===== config.mk =====
export PLATFORM = sky130hd
export DESIGN_NAME = rmi_back
export DESIGN_NICKNAME = d
export VERILOG_FILES = /design/src/rtl/rmi_pkg.sv /design/src/rtl/rmi_back.sv
export SDC_FILE = /design/constraint.sdc
export NUM_CORES = 2
export LEC_CHECK = 0
export BUFFER_PORTS_ARGS = -buffer_cell sky130_fd_sc_hd__clkbuf_2
export CELL_PAD_IN_SITES_DETAIL_PLACEMENT = 0
export CELL_PAD_IN_SITES_GLOBAL_PLACEMENT = 1
export CORE_MARGIN = 3
export CORE_UTILIZATION = 40
export CTS_CLUSTER_SIZE = 14
export DETAILED_ROUTE_END_ITERATION = 10
export PLACE_DENSITY = 0.67
export SLEW_MARGIN = 40
export SYNTH_ARGS = -nofsm -noshare
export SYNTH_HDL_FRONTEND = slang
export SYNTH_SLANG_ARGS = --single-unit
export TNS_END_PERCENT = 20

===== constraint.sdc =====
create_clock -name clk -period 56.5 [get_ports clk]
set_clock_uncertainty 0.1 [all_clocks]
set_input_delay 8.475 -clock clk [delete_from_list [all_inputs] [get_ports clk]]
set_output_delay 8.475 -clock clk [all_outputs]
set_load 0.005 [all_outputs]

===== src/rtl/rmi_pkg.sv =====
// Package for the RNS modular inverse block.
// Holds the transaction type passed from front to back, the result type and sizes.
package rmi_pkg;
    localparam int REG_BITS  = 61;
    localparam int NUM_REGS  = 6;
    localparam int VAL_BITS  = 64;
    localparam int LIMB_BITS = 3;

    typedef struct packed {
        logic [VAL_BITS-1:0] value;
        logic [REG_BITS-1:0] modulus;
        logic                active;
        logic [LIMB_BITS-1:0] limb;
        logic                last;
    } job_t;

    typedef struct packed {
        logic [REG_BITS-1:0] inverse;
        logic                written;
        logic                all_ok;
        logic                done;
    } res_t;
endpackage


===== src/rtl/rmi_back.sv =====
// Back end: reduction by restoring division, then binary extended Euclid.
// Keeps the per-limb failure flags. Depends on rmi_pkg.
module rmi_back #(
    parameter int LIMBS = 6
) (
    input  logic          clk,
    input  logic          rst_n,
    input  logic          q_valid,
    output logic          q_stall,
    input  rmi_pkg::job_t q_job,
    output logic          out_valid,
    input  logic          out_stall,
    output rmi_pkg::res_t res
);
    localparam logic [2:0] S_IDLE = 3'd0, S_RED = 3'd1, S_EUC = 3'd2,
                           S_FIN = 3'd3, S_OUT = 3'd4;
    localparam int W = rmi_pkg::REG_BITS;

    logic [2:0]  state_reg, state_next;
    logic [6:0]  cnt_reg;
    logic [63:0] val_reg;
    logic [W:0]  rem_reg;
    logic [W-1:0] m_reg, a_reg, u_reg, v_reg, x1_reg, x2_reg;
    logic signed [W+1:0] k1_reg, k2_reg;
    logic [LIMBS-1:0] fail_reg, fail_sh;
    logic [rmi_pkg::LIMB_BITS-1:0] limb_reg;
    logic        last_reg, act_reg;
    rmi_pkg::res_t res_reg, out_reg;
    logic        ovalid_reg;

    logic [W:0]   rsh, rsub;
    logic [W:0]   hx1, hx2, d1, d2;
    logic [W-1:0] nx1, nx2;
    logic signed [W+1:0] ka, hk1, hk2, nk1, nk2;
    logic         odd1, odd2, ok, stop, elig, runs;

    assign q_stall   = (state_reg != S_IDLE);
    assign out_valid = ovalid_reg;
    assign res       = out_reg;
    assign fail_sh   = fail_reg >> q_job.limb;
    // elig: limb in range and not yet failed; runs: also a usable modulus
    assign elig      = q_job.active && !fail_sh[0];
    assign runs      = elig && (q_job.modulus >= W'(2));

    // u = x1*a + k1*m and v = x2*a + k2*m hold exactly; k keeps halving
    // valid for even moduli too
    always_comb
    begin
        rsh  = {rem_reg[W-1:0], val_reg[63]};
        rsub = rsh - {1'b0, m_reg};
        ka   = {2'b00, a_reg};
        odd1 = x1_reg[0] || k1_reg[0];
        odd2 = x2_reg[0] || k2_reg[0];
        hx1 = odd1 ? ({1'b0, x1_reg} + {1'b0, m_reg}) : {1'b0, x1_reg};
        hx2 = odd2 ? ({1'b0, x2_reg} + {1'b0, m_reg}) : {1'b0, x2_reg};
        hk1 = odd1 ? (k1_reg - ka) : k1_reg;
        hk2 = odd2 ? (k2_reg - ka) : k2_reg;
        d1  = {1'b0, x1_reg} - {1'b0, x2_reg};
        nx1 = d1[W] ? W'(d1 + {1'b0, m_reg}) : d1[W-1:0];
        nk1 = d1[W] ? (k1_reg - k2_reg - ka) : (k1_reg - k2_reg);
        d2  = {1'b0, x2_reg} - {1'b0, x1_reg};
        nx2 = d2[W] ? W'(d2 + {1'b0, m_reg}) : d2[W-1:0];
        nk2 = d2[W] ? (k2_reg - k1_reg - ka) : (k2_reg - k1_reg);
        ok  = (u_reg == W'(1)) || (v_reg == W'(1));
        // both even only at the start: common factor two, no inverse
        stop = ok || (u_reg == '0) || (v_reg == '0) || (!u_reg[0] && !v_reg[0]);
        state_next = state_reg;
        case (state_reg)
            S_IDLE: if (q_valid) state_next = runs ? S_RED : S_FIN;
            S_RED:  if (cnt_reg == 7'd63) state_next = S_EUC;
            S_EUC:  if (stop) state_next = S_FIN;
            S_FIN:  state_next = S_OUT;
            S_OUT:  if (!ovalid_reg || !out_stall) state_next = S_IDLE;
            default: state_next = S_IDLE;
        endcase
    end

    always_ff @(posedge clk or negedge rst_n)
    begin
        if (!rst_n)
        begin
            state_reg  <= S_IDLE;
            fail_reg   <= '0;
            ovalid_reg <= 1'b0;
        end
        else
        begin
            state_reg <= state_next;
            if (ovalid_reg && !out_stall)
                ovalid_reg <= 1'b0;
            if (state_reg == S_OUT && state_next == S_IDLE)
            begin
                ovalid_reg <= 1'b1;
                if (last_reg)
                    fail_reg <= '0;
                else if (act_reg && !res_reg.written)
                    fail_reg <= fail_reg | (LIMBS'(1) << limb_reg);
            end
        end
    end

    always_ff @(posedge clk)
    begin
        case (state_reg)
            S_IDLE:
            begin
                val_reg  <= q_job.value;
                m_reg    <= q_job.modulus;
                rem_reg  <= '0;
                cnt_reg  <= '0;
                limb_reg <= q_job.limb;
                last_reg <= q_job.last;
                act_reg  <= elig;
                res_reg.written <= 1'b0;
            end
            S_RED:
            begin
                val_reg <= {val_reg[62:0], 1'b0};
                rem_reg <= rsub[W] ? rsh : rsub;
                cnt_reg <= cnt_reg + 7'd1;
                if (cnt_reg == 7'd63)
                begin
                    u_reg  <= rsub[W] ? rsh[W-1:0] : rsub[W-1:0];
                    a_reg  <= rsub[W] ? rsh[W-1:0] : rsub[W-1:0];
                    v_reg  <= m_reg;
                    x1_reg <= W'(1);
                    x2_reg <= '0;
                    k1_reg <= '0;
                    k2_reg <= {{(W+1){1'b0}}, 1'b1};
                end
            end
            S_EUC:
            begin
                if (state_next == S_EUC)
                begin
                    if (!u_reg[0])
                    begin
                        u_reg  <= u_reg >> 1;
                        x1_reg <= hx1[W:1];
                        k1_reg <= hk1 >>> 1;
                    end
                    else if (!v_reg[0])
                    begin
                        v_reg  <= v_reg >> 1;
                        x2_reg <= hx2[W:1];
                        k2_reg <= hk2 >>> 1;
                    end
                    else if (u_reg >= v_reg)
                    begin
                        u_reg  <= u_reg - v_reg;
                        x1_reg <= nx1;
                        k1_reg <= nk1;
                    end
                    else
                    begin
                        v_reg  <= v_reg - u_reg;
                        x2_reg <= nx2;
                        k2_reg <= nk2;
                    end
                end
                else
                begin
                    res_reg.written <= ok;
                    res_reg.inverse <= (u_reg == W'(1)) ? x1_reg : x2_reg;
                end
            end
            S_FIN:
            begin
                if (!res_reg.written)
                    res_reg.inverse <= '0;
                res_reg.done   <= last_reg;
                res_reg.all_ok <= last_reg && (fail_reg == '0)
                                  && !(act_reg && !res_reg.written);
            end
            S_OUT:
            begin
                // output register frees the work register for the next item
                if (state_next == S_IDLE)
                    out_reg <= res_reg;
            end
            default: ;
        endcase
    end
endmodule


## After elaboration in Yosys (flattened, before gate mapping)

Cells that the tools add are included.

| word-level totals | value |
|---|---|
| register bits | 767 |
| input port bits | 134 |
| output and inout bits | 66 |
| word-level logic and storage cells | 171 |

| cells by class | value |
|---|---|
| add/sub/neg operators | 16 |
| order comparisons | 2 |
| eq/ne operators | 16 |
| shift operators | 2 |
| multiplexer cells | 64 |
| bitwise gates (word level) | 1 |
| reductions and logical operators | 43 |

Operators by type and width:

| kind | number |
|---|---|
| two-way mux 61 bit | 26 |
| two-way mux 63 bit | 14 |
| case mux 61 bit (2 select lines) | 6 |
| case mux 63 bit (2 select lines) | 2 |
| subtractor 63 x 62 -> 63 bit | 4 |
| two-way mux 62 bit | 3 |
| case mux 64 bit (2 select lines) | 1 |
| subtractor 63 bit | 2 |
| adder 61 x 61 -> 62 bit | 2 |
| subtractor 61 x 61 -> 62 bit | 2 |
| adder 61 bit | 2 |
| equality test 61 x 1 -> 1 bit, second input constant | 2 |
| logical NOT 61 bit | 2 |
| subtractor 61 bit | 2 |
| subtractor 62 x 61 -> 62 bit | 1 |
| >= comparator 61 x 2 -> 1 bit, second input constant | 1 |
| >= comparator 61 bit | 1 |
| case mux 3 bit (5 select lines) | 1 |
| case mux 7 bit (2 select lines) | 1 |
| two-way mux 3 bit | 4 |
| two-way mux 6 bit | 2 |
| nonzero test 2 bit | 6 |
| inequality test 2 bit, second input constant | 5 |
| AND reduction 5 bit | 2 |
| other kinds (21) | 50 |

## Longest topological paths before layout

| logic depth | value |
|---|---|
| depth after elaboration | 10 |
| depth in mapped cells | 28 |
| depth with buffers taken out | 28 |

## Least setup slack after synthesis

OpenSTA, ideal clock, no wires.

| timing | value |
|---|---|
| path kind | flip-flop to flip-flop |
| from | reg state_reg[1] |
| to | reg k2_reg[0] (enable) |
| library setup time | 0.752 ns |
| arrival time | 18.764 ns |
| data required time | 55.648 ns |
| slack | 36.885 ns |
| stages on the path, launching flop included | 7 |
| buffers on the path | 0 |
| period minus slack after synthesis | 19.615 ns |
| path through | dfrtp_1 nor2_1 nand2_1 nor2_1 nor2_1 nor3_1 nor2b_1 |

| on the way | value |
|---|---|
| cells in the longest elaborated chain, start to end | 5 |
| elaborated cells on any way between the ends | 17 |
| those cells by class | eq/ne (9); mux (5); reduce/logical (3) |

Ends and longest elaborated chain:

| element | RTL line | text |
|---|---|---|
| start: declaration | rmi_back.sv:19 | `logic [2:0] state_reg, state_next;` |
| start signal: assignment | rmi_back.sv:88 | `state_reg <= state_next;` |
| equality test 3 bit (tied with other cells) | rmi_back.sv:68 | `case (state_reg)` |
| case mux 3 bit (5 select lines) | rmi_back.sv:68 |  |
| equality test 3 x 2 -> 1 bit | rmi_back.sv:134 | `if (state_next == S_EUC)` |
| inequality test 2 bit (no line) | n/a |  |
| AND reduction 5 bit (no line) * | n/a |  |
| end signal: assignment | rmi_back.sv:129 | `k2_reg <= {{(W+1){1'b0}}, 1'b1};` |
| end signal: assignment | rmi_back.sv:146 | `k2_reg <= hk2 >>> 1;` |
| end signal: assignment | rmi_back.sv:158 | `k2_reg <= nk2;` |
| end: declaration | rmi_back.sv:24 | `logic signed [W+1:0] k1_reg, k2_reg;` |

Every way passes the cells marked *; elsewhere a longest branch is shown, timed or not.
A chain may end at the register's enable or synchronous reset.

## Final worst setup path

| timing | value |
|---|---|
| from | in q_valid |
| to | reg k1_reg[38] (enable) |

| on the way | value |
|---|---|
| cells in the longest elaborated chain, start to end | 5 |

Ends and longest elaborated chain:

| element | RTL line | text |
|---|---|---|
| start: declaration | rmi_back.sv:8 | `input logic q_valid,` |
| two-way mux 3 bit | rmi_back.sv:69 | `S_IDLE: if (q_valid) state_next = runs ? S_RED : S_FIN;` |
| case mux 3 bit (5 select lines) | rmi_back.sv:68 |  |
| named net state_next[0] | rmi_back.sv:19 |  |
| equality test 3 x 2 -> 1 bit | rmi_back.sv:134 |  |
| inequality test 2 bit (no line) | n/a |  |
| AND reduction 5 bit (no line) | n/a |  |
| end signal: assignment | rmi_back.sv:140 | `k1_reg <= hk1 >>> 1;` |
| end signal: assignment | rmi_back.sv:152 | `k1_reg <= nk1;` |
| end: declaration | rmi_back.sv:24 |  |

The timed path passes the listed nets, and every way through them passes these cells.

==> out/results.ini <==
[placement]
dp_cells = 13640
place_ws_ps = 44650
place_congestion = 0.9903
dpl.hpwl_um = 282500
numPortBuffers = 199

[routing]
drtAntennaViolNets = 0
drt_first_pass_iters = 7
wire_per_inst_um = 25.58
viasPerCell = 6.120
route.detailed.drc = 0
finalWirelength_um = 353800
drt_iter0_drc = 7559
dr_total_vias = 84660

[synth]
syn_area_um2 = 87680
synthXorXnorAreaFrac_pct = 8.230
synth_adder_area_share_pct = 13.54
ys_types = 107
synth_edf_count = 757
ys_top_cells_by_area = edfxtp_1 (26%), ha_1 (13%), a21oi_1 (8.2%)
muxShareOfSynthArea_pct = 0.8691
syn_inst = 11060
synth_top_family_by_area = compound AO/OA/AOI/OAI gates
yosys_register_bits = 767
yosysSeqAreaShare_pct = 26.21
ys_warn_count = 0
synth_nets = 12140
synthArstFlopShare_pct = 1.304
synthTopCellsByCount = a21oi_1 (1438), nand2_1 (1000), nor2_1 (947), ha_1 (925), o21ai_0 (760)
yosys.area.top_type = edfxtp_1
ys.flop_type = edfxtp_1
synthSimpleGateAreaFrac_pct = 15.72
synth_top_area_share_pct = 25.93
syn_avg_cell_area_um2 = 7.926
synth-compound-area-share_pct = 29.51
yosysMostFrequentCell = a21oi_1

[global_routing]
grt_max_degree = 140
first_global_vias = 82290
grt_pass1_wl_um = 519600
gr-usage-all-layers_pct = 30.32
overflow = 0
antenna_found_initial = 8

[cells_and_area]
fin_cells = 13830
largest_register_ffs = 128
syn2layout_area_growth_pct = 8.133
multi_input_comb_area_um2 = 59900
post-route-util_pct = 43.57
drive_above_1_share_pct = 5.978
fin_nets = 11960
regArea_um2 = 22980
fillers = 21910

[sta]
slew_violations = 0
finalSetupViolations = 0
fin_crit_sh_pct = 19.62
finalHoldViolCount = 0
rsz0062_at_grt = false
fin_crit_ps = 11090
worst_slack_ps = 45410
relSlewSlack_pct = 39.72
setup_tns_ps = 0
max_freq_ghz = 0.09021
worstMarginPinSlew_ps = 894.7

[cts]
clock_sinks = 767
holdBufCountCts = 0
cts_tree = built
cts-root-buf = clkbuf_16
clk_latency_ps = 770
cts_buffers = 101
clk_path_buf_depth = 3
clk_pin_slew_ps = 60
cts_resized = 0
htree_levels = 3
cts_setup_buffers = 0

[status]
outcome = finished, final reports clean

[power_and_ir_drop]
irDropWorstVdd_v = 0.00004906
static-leakage-power_nw = 40.56
p_per_area_nw_per_um2 = 51.11
total_power_w = 0.004846

[die]
start_util_pct = 40.30
core_um2 = 217600
io_pins = 200
rows = 171
dieWidth_um = 474.2
fp.dieArea_um2 = 224900
die_y_um = 474.2

[critical_path]
worstPathRequired_ps = 56800
critPathKind = in2reg
critPathMaxFanout = 46
endpoint_kind = flop
start_kind = primary input
reg2regPathDepth = 24
worstPathArrival_ps = 11380

[flow_run]
drv_cap = 0

[worst_hold_path]
hold_path_class = reg2reg
min_path_cells = 0

stage by stage:
stage	area [um2]	hold WS (ps)
after CTS	94770	304.3
after global placement	91030	307.3
after floorplan	87680	300.3
after detailed placement	91190	304.5
final	94810	317.7
after global routing	94800	315.8
worst max-delay path, cell delays in order:
cell and delay [ps]:
clkbuf_2 130, a221o_1 380, nor2_1 240, o21a_4 690
buf_4 690, buf_4 650
cell families (layout without fill, tap and decap cells):
logic type | Yosys count | count (layout)
other cells | 0 | 7
fa+ha+maj | 940 | 940
mux | 74 | 74
flops | 767 | 767
simple gates | 3012 | 3012
compound gates | 4105 | 4105
buf+inv | 1341 | 1252
xor+xnor | 823 | 823
layer usage:
metal / wire, um / part of all wire, % / global-route usage, %
met1: 155800 / 44 / 40.69
met2: 160500 / 45 / 49.36
met3: 20820 / 5.9 / 2.921
met4: 16700 / 4.7 / 13.46
met5: 0 / 0 / 0
cells in the final DEF (no fill, tap or decap), types with 62 or more instances in the layout:
cell	synthesis	final
ha_1	925	925
nand2b_1	92	92
mux2i_1	66	66
a221oi_1	89	89
a21o_1	532	530
a22oi_1	76	76
a211oi_1	171	170
o22ai_1	85	85
clkbuf_2	3	199
and2_1	62	62
buf_4	4	105
nor2_1	947	933
xnor2_1	494	493
clkbuf_16	0	101
xor2_1	328	328
nand2_1	1000	989
a21oi_1	1438	1437
edfxtp_1	757	757
and3_1	79	79
o21ai_0	760	758
a31oi_1	96	95
nor2b_1	90	88
nand3_1	177	177
o21a_1	99	98
o21bai_1	199	199
nor4_1	74	68
nor3_1	132	130
o211ai_1	79	79
inv_1	750	748
nand4_1	209	209
path summary, 6_finish.rpt:
path	start	to	slack, ps
min in group asynchronous	rst_n	state_reg[2]	7480
hold / removal	res_reg[3]	res[3]	320
max in group asynchronous	rst_n	fail_reg[4]	48590
hold reg to reg	res_reg[3]	res[3]	320
setup / recovery	q_valid	k1_reg[38]	45410
setup reg to reg	x2_reg[0]	x2_reg[59]	48570
report_power, final:
group / total (W) / leakage [nW] / internal [W] / switching, W
Combinational: 0.00315 / 31.5 / 0.00112 / 0.00202
Sequential: 0.000988 / 7.32 / 0.000858 / 0.000130
Clock: 0.000709 / 1.71 / 0.000413 / 0.000296
Total: 0.00485 / 40.6 / 0.00240 / 0.00245
cell type report:
| cell class | instances | share of cell area [%] |
|---|---|---|
| clock inverters | 76 | 1.041 |
| multi-input cells | 8954 | 63.18 |
| flip-flops and latches | 767 | 24.24 |
| inverters | 750 | 2.969 |
| repair buffers | 315 | 2.052 |
| well taps | 2854 | 3.766 |
| diodes | 7 | 0.01848 |
| clock buffers | 111 | 2.737 |
Power figures use the tool's default switching activity.
