<file path="src/rtl/rmi_pkg.sv">
// Package for the RNS modular inverse block.
// Holds the transaction type passed from front to back, the result type and sizes.
package rmi_pkg;
    localparam int REG_BITS  = 61;
    localparam int NUM_REGS  = 6;
    localparam int VAL_BITS  = 64;
    localparam int LIMB_BITS = 3;

    typedef struct packed {
        logic [VAL_BITS-1:0] value;
        logic [REG_BITS-1:0] modulus;
        logic                active;
        logic [LIMB_BITS-1:0] limb;
        logic                last;
    } job_t;

    typedef struct packed {
        logic [REG_BITS-1:0] inverse;
        logic                written;
        logic                all_ok;
        logic                done;
    } res_t;
endpackage

</file>
<file path="src/rtl/rmi_front.sv">
// Front end: accepts coefficient transactions, selects the limb modulus.
// Depends on rmi_pkg.
module rmi_front #(
    parameter int LIMBS    = 6,
    parameter int MOD_BITS = 61
) (
    input  logic                              clk,
    input  logic                              rst_n,
    input  logic [rmi_pkg::REG_BITS*rmi_pkg::NUM_REGS-1:0] mods,
    input  logic                              in_valid,
    output logic                              in_stall,
    input  logic [rmi_pkg::VAL_BITS-1:0]      value,
    input  logic [rmi_pkg::LIMB_BITS-1:0]     limb,
    input  logic                              last,
    output logic                              q_valid,
    input  logic                              q_stall,
    output rmi_pkg::job_t                     q_job
);
    rmi_pkg::job_t job_reg;
    logic          full_reg;
    logic [rmi_pkg::REG_BITS-1:0] m;
    logic [63:0] mmask;

    assign mmask = (MOD_BITS >= 64) ? '1 : ((64'd1 << MOD_BITS) - 64'd1);
    assign in_stall = full_reg && q_stall;
    assign q_valid  = full_reg;
    assign q_job    = job_reg;

    always_comb
    begin
        m = '0;
        if (limb < rmi_pkg::LIMB_BITS'(rmi_pkg::NUM_REGS))
            m = mods[limb*rmi_pkg::REG_BITS +: rmi_pkg::REG_BITS];
        m = m & mmask[rmi_pkg::REG_BITS-1:0];
    end

    always_ff @(posedge clk or negedge rst_n)
    begin
        if (!rst_n)
            full_reg <= 1'b0;
        else if (!in_stall)
            full_reg <= in_valid;
    end

    always_ff @(posedge clk)
    begin
        if (in_valid && !in_stall)
        begin
            job_reg.value   <= value;
            job_reg.modulus <= m;
            job_reg.limb    <= limb;
            job_reg.last    <= last;
            job_reg.active  <= (32'(limb) < LIMBS);
        end
    end
endmodule

</file>
<file path="config.mk">
export PLATFORM = sky130hd
export DESIGN_NAME = rmi_front
export DESIGN_NICKNAME = d
export VERILOG_FILES = /design/src/rtl/rmi_pkg.sv /design/src/rtl/rmi_front.sv
export SDC_FILE = /design/constraint.sdc
export NUM_CORES = 1
export LEC_CHECK = 0
export BUFFER_PORTS_ARGS = -buffer_cell sky130_fd_sc_hd__buf_2
export CORE_AREA = 2 2 222 224
export CTS_CLUSTER_DIAMETER = 120
export DETAILED_ROUTE_END_ITERATION = 8
export DIE_AREA = 0 0 224 226
export GPL_ROUTABILITY_DRIVEN = 0
export PLACE_DENSITY = 0.37
export SLEW_MARGIN = 20
export SYNTH_ARGS = -nofsm -noshare
export SYNTH_HDL_FRONTEND = slang
export SYNTH_SLANG_ARGS = --single-unit
</file>
<file path="constraint.sdc">
create_clock -name clk -period 11.4 [get_ports clk]
set_input_delay 2.85 -clock clk [delete_from_list [all_inputs] [get_ports clk]]
set_output_delay 2.85 -clock clk [all_outputs]
set_load 0.005 [all_outputs]
</file>
# Word level (Yosys, flattened, before mapping)
# Cells that the tools add are included.
[word_totals]
n_memories = 0
latch_bits = 0
output_inout_bits = 132
in_bits = 438
reg_bits = 131
mem_bits_rw = 0
rom_bits = 0
elab_cells = 13
[classes]
n_eq_ne = 0
n_mux = 0
addsub = 0
order_cmp = 2
bitwise = 0
multipliers = 1
div = 0
n_shift = 1
n_reduce_logical = 3
[op_table]
columns = ["cell", "count"]
rows = [
  ["variable part select 366 x 10 -> 61 bit", 1],
  ["multiplier 3 x 6 -> 9 bit, second input constant", 1],
  ["less-than comparator 3 bit, second input constant", 2],
  ["logical AND 1 bit", 2],
  ["zero test 1 bit", 1],
]

# Depth between registers and ports, before layout
# Gate-level depths: netlist of the first run.
[logic_depth]
word_depth = 3
ltp_mapped = 5
ltp_nobuf = 3

# Worst setup path before layout of the first run
# OpenSTA, ideal clock, no wires.
[synth_timing]
path_kind = "input port to flip-flop"
start = "in q_stall"
end = "reg job_reg (netlist bit q_job[0]), enable pin"
path_stages = 2
setup_time_ps = 636
arrival_time_ps = 8774
required_time_ps = 10764
setup_slack_ps = 1990
cell_sequence = "and2_1 > nor2b_1"
[synth_via]
elab_chain_len = 3
[synth_rtl]
columns = ["element", "line_no", "text"]
rows = [
  ["from (decl)", "rmi_front.sv:16", "input logic q_stall,"],
  ["logical AND 1 bit", "rmi_front.sv:25", "assign in_stall = full_reg && q_stall;"],
  ["zero test 1 bit", "rmi_front.sv:47", "if (in_valid && !in_stall)"],
  ["logical AND 1 bit", "rmi_front.sv:47", ""],
  ["to (decl)", "rmi_front.sv:19", "rmi_pkg::job_t job_reg;"],
]
# Every way passes these cells.
# A chain may end at the register's enable or synchronous reset.

# Final worst setup path of the first run
[layout_timing]
start = "in q_stall"
end = "out in_stall"
[layout_via]
elab_chain_len = 1
[layout_rtl]
columns = ["element", "line_no", "text"]
rows = [
  ["logical AND 1 bit", "rmi_front.sv:25", ""],
  ["to (decl)", "rmi_front.sv:11", "output logic in_stall,"],
]
# Every way passes these cells.

==> impl_metrics.yaml, run 1 <==
status:
  run_status: "finished, final reports clean"
clock_network:
  post_cts_setup_bufs: 0
  path_clk_slew_ns: 0.06
  h_tree_lvl_count: 4
  cts_max_path_buffers: 2
  cts_root_buf: "sky130_fd_sc_hd__clkbuf_16"
  number_of_sinks_on_the_clock_net: 131
  cts.hold.buffers_added: 0
  clock_insertion_delay_worst_skew_ns: 0.48
  tritoncts: "done"
  numCtsBuffers: 17
  cts_resized: 0
global_route:
  first_global_vias: 6671
  grtUsageTotal_pct: 11.61
  overflow: 0
  grt_start_max_net_pins: 68
  grt_first_pass_wirelength_mm: 41.77
  initial_antenna_violation_count: 5
worst_setup_path:
  timing.critical_path.from_type: "input pin"
  crit_path_top_delay_cell: "sky130_fd_sc_hd__and2_1"
  timing.critical_path.slowest_cell_delay_ns: 0.17
  timing_worst_setup_path_type: "input pin to primary output"
  worstPathMaxFanout: 3
  critPathCaptureType: "primary output"
  crit_path_cell_trace: "buf_2, and2_1, buf_2"
  worst-endpoint-required_ns: 8.55
  critPathArrivalTime_ns: 3.25
  crit_family: "buffers and inverters"
  path_common_cell: "sky130_fd_sc_hd__buf_2"
  cp_num_buf_inv: 2
drt:
  vias_per_cell: 3.829
  drt_iter0_drc: 180
  drc: 0
  finalWirelength_mm: 30.17
  final_antenna_net_count: 0
  route.detailed.wl_per_inst_um: 18.04
  via_count: 6402
  drt_pass1_iterations: 4
sta:
  max-slew-margin-rel_pct: 32.89
  period_minus_slack_ns: 6.099
  clock.fmax_ghz: 0.1640
  finalMaxSlewViolations: 0
  setup-tns-final_ns: 0
  final-hold-violation-count: 0
  worst_margin_slew_ns: 1.007
  grt_setup_unrepaired: "no"
  setup_viol_count_final: 0
  finalCritPeriodShare_pct: 53.50
  fin_worst_skew_ns: 0.01152
yosys:
  synthDominantAreaCellType: "sky130_fd_sc_hd__edfxtp_1"
  synth_area_per_cell_um2: 14.29
  yosysWarnings: 0
  netlist_area_um2: 6903
  synth_top_area_share_pct: 56.55
  ys_top_cells_by_area: "sky130_fd_sc_hd__edfxtp_1 (57%), sky130_fd_sc_hd__mux2i_1 (18%), sky130_fd_sc_hd__mux2_1 (8.0%)"
  synth.lib_cells_used.distinct: 17
  syn_nets: 921
  synth_seq_area_share_pct: 56.91
  postSynthCellCount: 483
  ys_seq_elements: 131
power_and_ir_drop:
  worst_vdd_drop_mv: 0.09099
  leakage_power_total_nw: 5.032
  power_density_nw_per_um2: 126.8
floorplan:
  dieHeight_um: 226
  core.rowCount: 81
  die_area_um2: 50620
  ios: 570
  die_w_um: 224
  start_util_pct: 14.28
  core_area_um2: 48340
worst_hold_path:
  hold_class: "flop to flop"
cells_and_area:
  seqCellArea_um2: 3929
  multi_input_area_um2: 2740
  fin_area_um2: 10940
  layout.nets: 1474
  fill_cells: 5264
  area_growth_syn_to_layout_pct: 58.53
  drive_gt1_share_pct: 59.39
placed_design:
  dpl-instance-area_um2: 10340
  place.port_buffers: 569
  hpwl_mm: 23.03
job:
  drv.max_cap_violation_count: 0
-- where the power goes --
group	total [mW]	leakage [nW]	switching [mW]	internal, mW
Combinational	0.231	3.48	0.112	0.118
Clock	0.579	0.289	0.252	0.328
Sequential	0.578	1.26	0.00733	0.570
-- cell usage after synthesis --
cell and n:
sky130_fd_sc_hd__or2_2 1, sky130_fd_sc_hd__buf_2 13, sky130_fd_sc_hd__mux2i_1 122, sky130_fd_sc_hd__mux2_1 49
sky130_fd_sc_hd__clkbuf_1 7, sky130_fd_sc_hd__buf_4 12, sky130_fd_sc_hd__nand2b_1 2, sky130_fd_sc_hd__buf_6 7
sky130_fd_sc_hd__nand2_1 62, sky130_fd_sc_hd__edfxtp_1 130, sky130_fd_sc_hd__mux2_2 12, sky130_fd_sc_hd__dfrtp_1 1
sky130_fd_sc_hd__buf_1 1, sky130_fd_sc_hd__nor2_1 1, sky130_fd_sc_hd__nor2b_1 1, sky130_fd_sc_hd__and2_1 1
sky130_fd_sc_hd__o221ai_1 61
-- final cells by class --
cell class,instances,share of cell area (%)
Antenna cell,1,0.02287
Clock buffer,17,3.887
Clock inverter,15,1.578
Multi-Input combinational cell,312,25.04
Sequential cell,131,35.90
Tap cell,622,7.112
Timing Repair Buffer,574,26.46
-- per-stage QoR --
stage | setup WS, ns | instances | util [%] | total power, mW | hold slack [ns]
4_1_cts | 5.297 | 1671 | 22.63 | 1.426 | 0.6881
3_3_place_gp | 5.288 | 1639 | 21.39 | 0.8258 | 0.6823
3_5_place_dp | 5.298 | 1639 | 21.39 | 0.8267 | 0.6727
2_1_floorplan | 1.990 | 483 | - | 0.6923 | 0.6391
6_report | 5.301 | 1672 | 22.64 | 1.388 | 0.6826
5_1_grt | 5.248 | 1671 | 22.63 | 1.455 | 0.7483
-- registers in the layout, indices dropped and copies added, names as in the netlist --
register,cells
q_valid,1
q_job,130
-- cell usage in the layout (no fill, tap or decap) --
master	synthesis	routed
sky130_fd_sc_hd__clkinv_4	0	3
sky130_fd_sc_hd__inv_6	0	5
sky130_fd_sc_hd__mux2_1	49	49
sky130_fd_sc_hd__and2_1	1	1
sky130_fd_sc_hd__buf_2	13	568
sky130_fd_sc_hd__or2_2	1	1
sky130_fd_sc_hd__mux2i_1	122	122
sky130_fd_sc_hd__edfxtp_1	130	130
sky130_fd_sc_hd__bufinv_16	0	2
sky130_fd_sc_hd__nor2b_4	0	1
sky130_fd_sc_hd__clkinvlp_4	0	2
sky130_fd_sc_hd__clkbuf_16	0	17
sky130_fd_sc_hd__o221ai_1	61	61
sky130_fd_sc_hd__buf_8	0	1
sky130_fd_sc_hd__nand2_1	62	62
sky130_fd_sc_hd__nor2_4	0	1
sky130_fd_sc_hd__dfrtp_1	1	1
sky130_fd_sc_hd__nand2b_4	0	2
sky130_fd_sc_hd__inv_8	0	2
sky130_fd_sc_hd__diode_2	0	1
sky130_fd_sc_hd__clkinv_2	0	1
sky130_fd_sc_hd__buf_4	12	5
sky130_fd_sc_hd__mux2_2	12	12
-- worst paths after layout --
| path | from | slack, ns | cells past startpoint | end |
|---|---|---|---|---|
| setup / recovery | q_stall | 5.30 | 3 | in_stall |
| hold / removal | q_valid | 0.68 | 2 | q_valid |
| setup reg to reg | q_valid | 8.62 | 4 | q_job[94] |
| hold reg to reg | q_valid | 0.68 | 2 | q_valid |
| max in group asynchronous | rst_n | 9.17 | 1 | q_valid |
| min in group asynchronous | rst_n | 2.14 | 1 | q_valid |
-- worst reg2reg max path, delay by kind of cell (launching register included) --
family                 cells  cell delay (ns)
buffers and inverters      2             1.57
AND/OR/NAND/NOR            2             0.37
flip-flops                 1             0.36
-- per-layer routing --
| metal | vias to the layer above | wire, um | share of wire (%) | global-route usage (%) |
|---|---|---|---|---|
| li1 | 3047 | - | - | - |
| met5 | - | 19 | 0.063 | 0 |
| met1 | 2970 | 11050 | 37 | 11.65 |
| met4 | 4 | 386 | 1.3 | 3.290 |
| met2 | 351 | 15750 | 52 | 21.45 |
| met3 | 30 | 2954 | 9.8 | 5.360 |
-- logic make-up after synthesis --
family                 synth area share, %
muxes                                27.64
and+or+nand+nor                      3.879
AOI/OAI and AO/OA                    7.740
buffers and inverters                3.825
DFF                                  56.91
No activity file was read; power rests on OpenSTA's default activity.
==> inputs of run 2 (changes only) <==
- ABC_AREA: not set -> 1
- CORE_AREA: 2 2 222 224 -> 2 2 223 225
- DIE_AREA: 0 0 224 226 -> 0 0 225 227
- PLACE_DENSITY: 0.37 -> 0.39
- clock period: 11.4 -> 5.1 ns (I/O delays scaled with it)
==> run 2 against run 1 <==
Sequential cell count is the same. Clock-buffer cell count unchanged. Highest routed layer unchanged. Utilization increased by 0.82 points. Worst setup slack worse by 3.1 ns. First-iteration DRC count rose by 130%. Power is 130% higher. Synthesized cell count grew 96%. Hold slack got worse by 0.18 ns.
==> impl_metrics.yaml, run 2 <==
sta:
  clock.fmax_ghz: 0.3415
  grt_setup_unrepaired: "no"
  max-slew-margin-rel_pct: 30.31
  finalMaxSlewViolations: 0
  finalHoldWorstSlack_ns: 0.4999
  fin_worst_skew_ns: 0.01315
  finalCritPeriodShare_pct: 57.42
  setup-tns-final_ns: 0
  setup_viol_count_final: 0
  final-hold-violation-count: 0
  period_minus_slack_ns: 2.928
  worst_margin_slew_ns: 1.045
power_and_ir_drop:
  comb_power_share_pct: 18.1
  p_int_mw: 2.305
  p_clk_share_pct: 42.0
  netSwitchingPower_uw: 935.4
  power.switching_fraction_pct: 28.87
  power.sequential.fraction_pct: 39.9
  leakage_power_total_nw: 5.727
  power_density_nw_per_um2: 284.5
  worst_vdd_drop_mv: 0.2461
drt:
  final_antenna_net_count: 0
  met1_length_mm: 15.72
  drc: 0
  vias_per_cell: 4.169
  top_signal_layer_used: "met5"
  route.detailed.wl_per_inst_um: 18.45
  met2RoutedLength_mm: 18.84
  finalWirelength_mm: 38.88
  via_count: 8784
  drt_pass1_iterations: 6
  routed-wl-met3_mm: 3.379
  drt_iter0_drc: 420
yosys:
  ys_dominant_reg_cell: "sky130_fd_sc_hd__edfxtp_1"
  netlist_area_um2: 7366
  synth_area_per_cell_um2: 7.795
  synth-edff-count: 130
  ys_top_cells_by_area: "sky130_fd_sc_hd__edfxtp_1 (53%), sky130_fd_sc_hd__nand2_1 (25%), sky130_fd_sc_hd__nand3_1 (17%)"
  synth_seq_area_share_pct: 53.34
  ys_seq_elements: 131
  synth.lib_cells_used.distinct: 12
  synth_top_area_share_pct: 53.00
  yosysWarnings: 0
  synth.most_common_cell: "sky130_fd_sc_hd__nand2_1"
  post_synth_most_frequent_cells: "sky130_fd_sc_hd__nand2_1 (491), sky130_fd_sc_hd__nand3_1 (244), sky130_fd_sc_hd__edfxtp_1 (130), sky130_fd_sc_hd__buf_2 (49), sky130_fd_sc_hd__clkbuf_1 (19)"
  syn_nets: 1383
  synthDominantAreaCellType: "sky130_fd_sc_hd__edfxtp_1"
  postSynthCellCount: 945
  synthArstFlopShare_pct: 0.7634
cells_and_area:
  layout.nets: 1908
  fill_cells: 5456
  finalNonFillerCells: 2107
  commonest_non_fill_non_tap_cell_in_the_layout: "sky130_fd_sc_hd__buf_2"
  final_cell_mix: "sky130_fd_sc_hd__buf_2 (568), sky130_fd_sc_hd__nand2_1 (491), sky130_fd_sc_hd__nand3_1 (244)"
  drive_gt1_share_pct: 41.40
  area_growth_syn_to_layout_pct: 54.60
  largest_reg_flops: 130
  final_core_utilization_pct: 23.46
placed_design:
  place.port_buffers: 569
  placed_cells: 2073
  hpwl_mm: 29.43
floorplan:
  die_area_um2: 51080
  ios: 570
  die_w_um: 225
  core.rowCount: 81
  start_util_pct: 15.17
  core_area_um2: 48550
  dieHeight_um: 227
clock_network:
  tritoncts: "done"
  cts_root_buf: "sky130_fd_sc_hd__clkbuf_16"
  cts.hold.buffers_added: 0
  h_tree_lvl_count: 4
  number_of_sinks_on_the_clock_net: 131
  post_cts_setup_bufs: 0
  path_clk_slew_ns: 0.06
  cts_resized: 0
  clock_insertion_delay_worst_skew_ns: 0.49
  cts_max_path_buffers: 2
  numCtsBuffers: 17
global_route:
  grt_start_max_net_pins: 109
  first_global_vias: 8694
  grt_first_pass_wirelength_mm: 54.69
  initial_antenna_violation_count: 10
  grtUsageTotal_pct: 14.79
  overflow: 0
worst_setup_path:
  crit-reg2reg-launch: "q_valid"
  critPathCaptureType: "flop"
  ff2ff_path_depth: 4
  first_element_of_the_critical_path: "limb[1]"
  regToRegEndpoint: "q_job[30]"
  timing_worst_setup_path_type: "input pin to flop"
  r2r_setup_slack_ns: 2.98
  timing.critical_path.from_type: "input pin"
  critPathCapture: "q_job[42]"
  worst-endpoint-required_ns: 5.33
  critPathArrivalTime_ns: 3.16
  worstPathMaxFanout: 77
job:
  drv.max_cap_violation_count: 0
status:
  run_status: "finished, final reports clean"
worst_hold_path:
  hold_class: "flop to flop"
  worstHoldStart: "q_valid"
  cell_depth_of_the_worst_hold_path: 2
run 2: cell count changes after synthesis, sizes merged:
cell and delta:
nand2 +429, nand3 +244, mux2i -122, mux2 -61, o221ai -61, buf +21
clkbuf +12, inv +4, nand2b -2, and2 -1, clkinv +1, nor2b -1
or2 -1
run 2: cell families (layout without fill, tap and decap cells):
logic type	Yosys count	in the layout	synth area share, %
buf+inv	78	616	5.011
simple gates	736	736	41.65
flops	131	131	53.34
other cells	0	2	0
run 2: layout make-up:
type	count	area (um2)	share of cell area, %
sequential	131	3929	34.50
multi-input combinational	736	3075	27.01
timing repair buffer	579	2954	25.94
tap	622	778.2	6.834
clock buffer	17	425.4	3.736
clock inverter	15	193.9	1.703
inverter	5	26.28	0.2307
antenna	2	5.005	0.04395
run 2: power groups by stage:
stage / Sequential (mW) / Clock (mW) / Combinational, mW
floorplan: 1.32 / 0 / 0.243
global placement: 1.32 / 0 / 0.608
detailed placement: 1.32 / 0 / 0.601
CTS: 1.29 / 1.43 / 0.603
global route: 1.30 / 1.45 / 0.656
finish: 1.29 / 1.36 / 0.586
run 2: through the flow:
step,power [mW],setup slack [ns],cell area [um2]
floorplan,1.568,1.353,7373
global route,3.406,1.994,11390
detailed placement,1.918,1.560,10760
global placement,1.926,1.552,10760
finish,3.240,2.172,11390
CTS,3.326,2.104,11380
run 2: how the worst min path moves through the flow:
stage | to | slack (ns)
floorplan | q_valid | 0.48
global placement | q_valid | 0.48
detailed placement | q_valid | 0.49
CTS | q_valid | 0.50
global route | q_valid | 0.52
finish | q_valid | 0.50
run 2: worst max-delay path, stage by stage:
cell and delay [ns]:
sky130_fd_sc_hd__buf_2 0.70, sky130_fd_sc_hd__inv_4 0.54, sky130_fd_sc_hd__buf_12 0.37, sky130_fd_sc_hd__nand3_1 0.13, sky130_fd_sc_hd__nand2_1 0.07
run 2: per-layer routing:
metal  up-vias  global-route usage [%]
met5         -                       0
met4         6                   5.191
met3        57                   4.892
met2       448                   25.08
met1      4063                   17.49
li1       4210                       -
==> inputs of run 3 (changes only) <==
- ABC_AREA: 1 -> 0
- PLACE_DENSITY: 0.39 -> 0.37
- clock period: 5.1 -> 3.01 ns (I/O delays scaled with it)
==> run 3 against run 2 <==
Critical path depth is 2 lower. Register-to-register slack worse by 1.5 ns. Via count is 26% lower. Final cell count is 20% lower. Non-clock buffer count is 9 higher. Global-route usage is 3.1 points lower. Utilization is 0.68 points lower. Clock skew is 0.0025 ns lower.
==> impl_metrics.yaml, run 3 (synthesized netlist as in run 1, its figures left out) <==
status:
  run_status: "finished, final reports clean"
power_and_ir_drop:
  power_density_nw_per_um2: 454.0
  comb_power_share_pct: 18.0
  leakage_power_total_nw: 5.098
  p_int_mw: 3.667
  power.switching_fraction_pct: 26.96
  worst_vdd_drop_mv: 0.3808
  netSwitchingPower_mw: 1.354
  p_clk_share_pct: 38.4
  power.sequential.fraction_pct: 43.6
worst_setup_path:
  worst-endpoint-required_ns: 2.26
  r2r_setup_slack_ns: 1.50
  worstPathMaxFanout: 3
  first_element_of_the_critical_path: "q_stall"
  timing.critical_path.from_type: "input pin"
  ff2ff_path_depth: 3
  critPathCaptureType: "primary output"
  crit-reg2reg-launch: "q_valid"
  regToRegEndpoint: "q_job[6]"
  critPathArrivalTime_ns: 1.14
  timing_worst_setup_path_type: "input pin to primary output"
  critPathCapture: "in_stall"
clock_network:
  cts_max_path_buffers: 2
  clock_insertion_delay_worst_skew_ns: 0.46
  number_of_sinks_on_the_clock_net: 131
  path_clk_slew_ns: 0.05
  cts_resized: 0
  h_tree_lvl_count: 4
  tritoncts: "done"
  post_cts_setup_bufs: 0
  cts.hold.buffers_added: 0
  cts_root_buf: "sky130_fd_sc_hd__clkbuf_16"
  numCtsBuffers: 17
sta:
  period_minus_slack_ns: 1.892
  finalCritPeriodShare_pct: 62.85
  worst_margin_slew_ns: 0.4862
  max-slew-margin-rel_pct: 67.59
  finalMaxSlewViolations: 0
  final-hold-violation-count: 0
  fin_worst_skew_ns: 0.01069
  setup_viol_count_final: 0
  grt_setup_unrepaired: "no"
  worst_slack_ns: 1.118
  clock.fmax_ghz: 0.5286
cells_and_area:
  area_growth_syn_to_layout_pct: 60.21
  final_core_utilization_pct: 22.78
  final_cell_mix: "sky130_fd_sc_hd__buf_2 (568), sky130_fd_sc_hd__edfxtp_1 (130), sky130_fd_sc_hd__mux2i_1 (122)"
  drive_gt1_share_pct: 59.94
  fill_cells: 5277
  largest_reg_flops: 130
  finalNonFillerCells: 1686
  layout.nets: 1488
  commonest_non_fill_non_tap_cell_in_the_layout: "sky130_fd_sc_hd__buf_2"
placed_design:
  place.port_buffers: 569
  placed_cells: 1653
  hpwl_mm: 24.00
  pre_cts_ws_ns: 0.7006
floorplan:
  ios: 570
  dieHeight_um: 227
  die_w_um: 225
  start_util_pct: 14.22
  core.rowCount: 81
  core_area_um2: 48550
  die_area_um2: 51080
drt:
  via_count: 6488
  finalWirelength_mm: 30.82
  drt_iter0_drc: 210
  route.detailed.wl_per_inst_um: 18.28
  final_antenna_net_count: 0
  drt_pass1_iterations: 4
  drc: 0
  vias_per_cell: 3.848
global_route:
  first_global_vias: 6956
  initial_antenna_violation_count: 7
  grt_first_pass_wirelength_mm: 42.48
  grt_start_max_net_pins: 68
  grtUsageTotal_pct: 11.68
  overflow: 0
worst_hold_path:
  hold_class: "input pin to asynchronous set/reset pin"
job:
  drv.max_cap_violation_count: 0
-- run 3: changes by cell type in the layout (fill, tap and decap cells not counted), sizes merged, moves of 2 or more --
cell,before,now
nand2,491,62
nand3,244,0
mux2,0,61
o221ai,0,61
buf,579,588
bufinv,3,0
nand2b,0,2
clkinv,3,9
mux2i,0,122
inv,13,2
-- run 3: layer usage --
metal / track usage, % / share of wire, % / up-vias
met5: 0 / 0.078 / -
met4: 5.768 / 3.2 / 4
met3: 5.188 / 11 / 50
met2: 20.73 / 51 / 390
met1: 11.63 / 36 / 2972
li1: - / - / 3072
-- run 3: metrics by stage --
step	instance area [um2]	hold WS, ns	total power, mW	setup TNS, ns
floorplan	6913	0.4569	2.608	-30.16
global placement	10540	0.5489	3.158	0
detailed placement	10540	0.5438	3.154	0
CTS	11050	0.01816	5.167	0
global route	11060	0.03007	5.286	0
finish	11060	0.07547	5.021	0
-- run 3: how the worst min path moves through the flow --
| stage | cells after the start | end |
|---|---|---|
| 2_1_floorplan | 0 | q_valid |
| 5_1_grt | 1 | q_valid |
| 4_1_cts | 1 | q_valid |
| 3_3_place_gp | 1 | q_valid |
| 6_report | 1 | q_valid |
| 3_5_place_dp | 1 | q_valid |
-- run 3: final cells by class --
cell class | count | area [um2] | share of cell area [%]
Timing Repair Buffer | 588 | 3088 | 27.92
Sequential cell | 131 | 3929 | 35.52
Multi-Input combinational cell | 312 | 2743 | 24.80
Tap cell | 622 | 778.2 | 7.037
Clock buffer | 17 | 425.4 | 3.847
Antenna cell | 3 | 7.507 | 0.06788
Clock inverter | 13 | 88.84 | 0.8033
-- run 3: worst max-delay path: stages --
cell                     delay, ns
sky130_fd_sc_hd__buf_2        0.10
sky130_fd_sc_hd__and2_4       0.14
sky130_fd_sc_hd__buf_2        0.14
-- run 3: power groups by stage --
stage	logic [mW]	registers [mW]	clock network, mW
floorplan	0.361	2.25	0
global placement	0.930	2.23	0
detailed placement	0.926	2.23	0
CTS	0.927	2.19	2.05
global route	0.998	2.20	2.09
finish	0.904	2.19	1.93
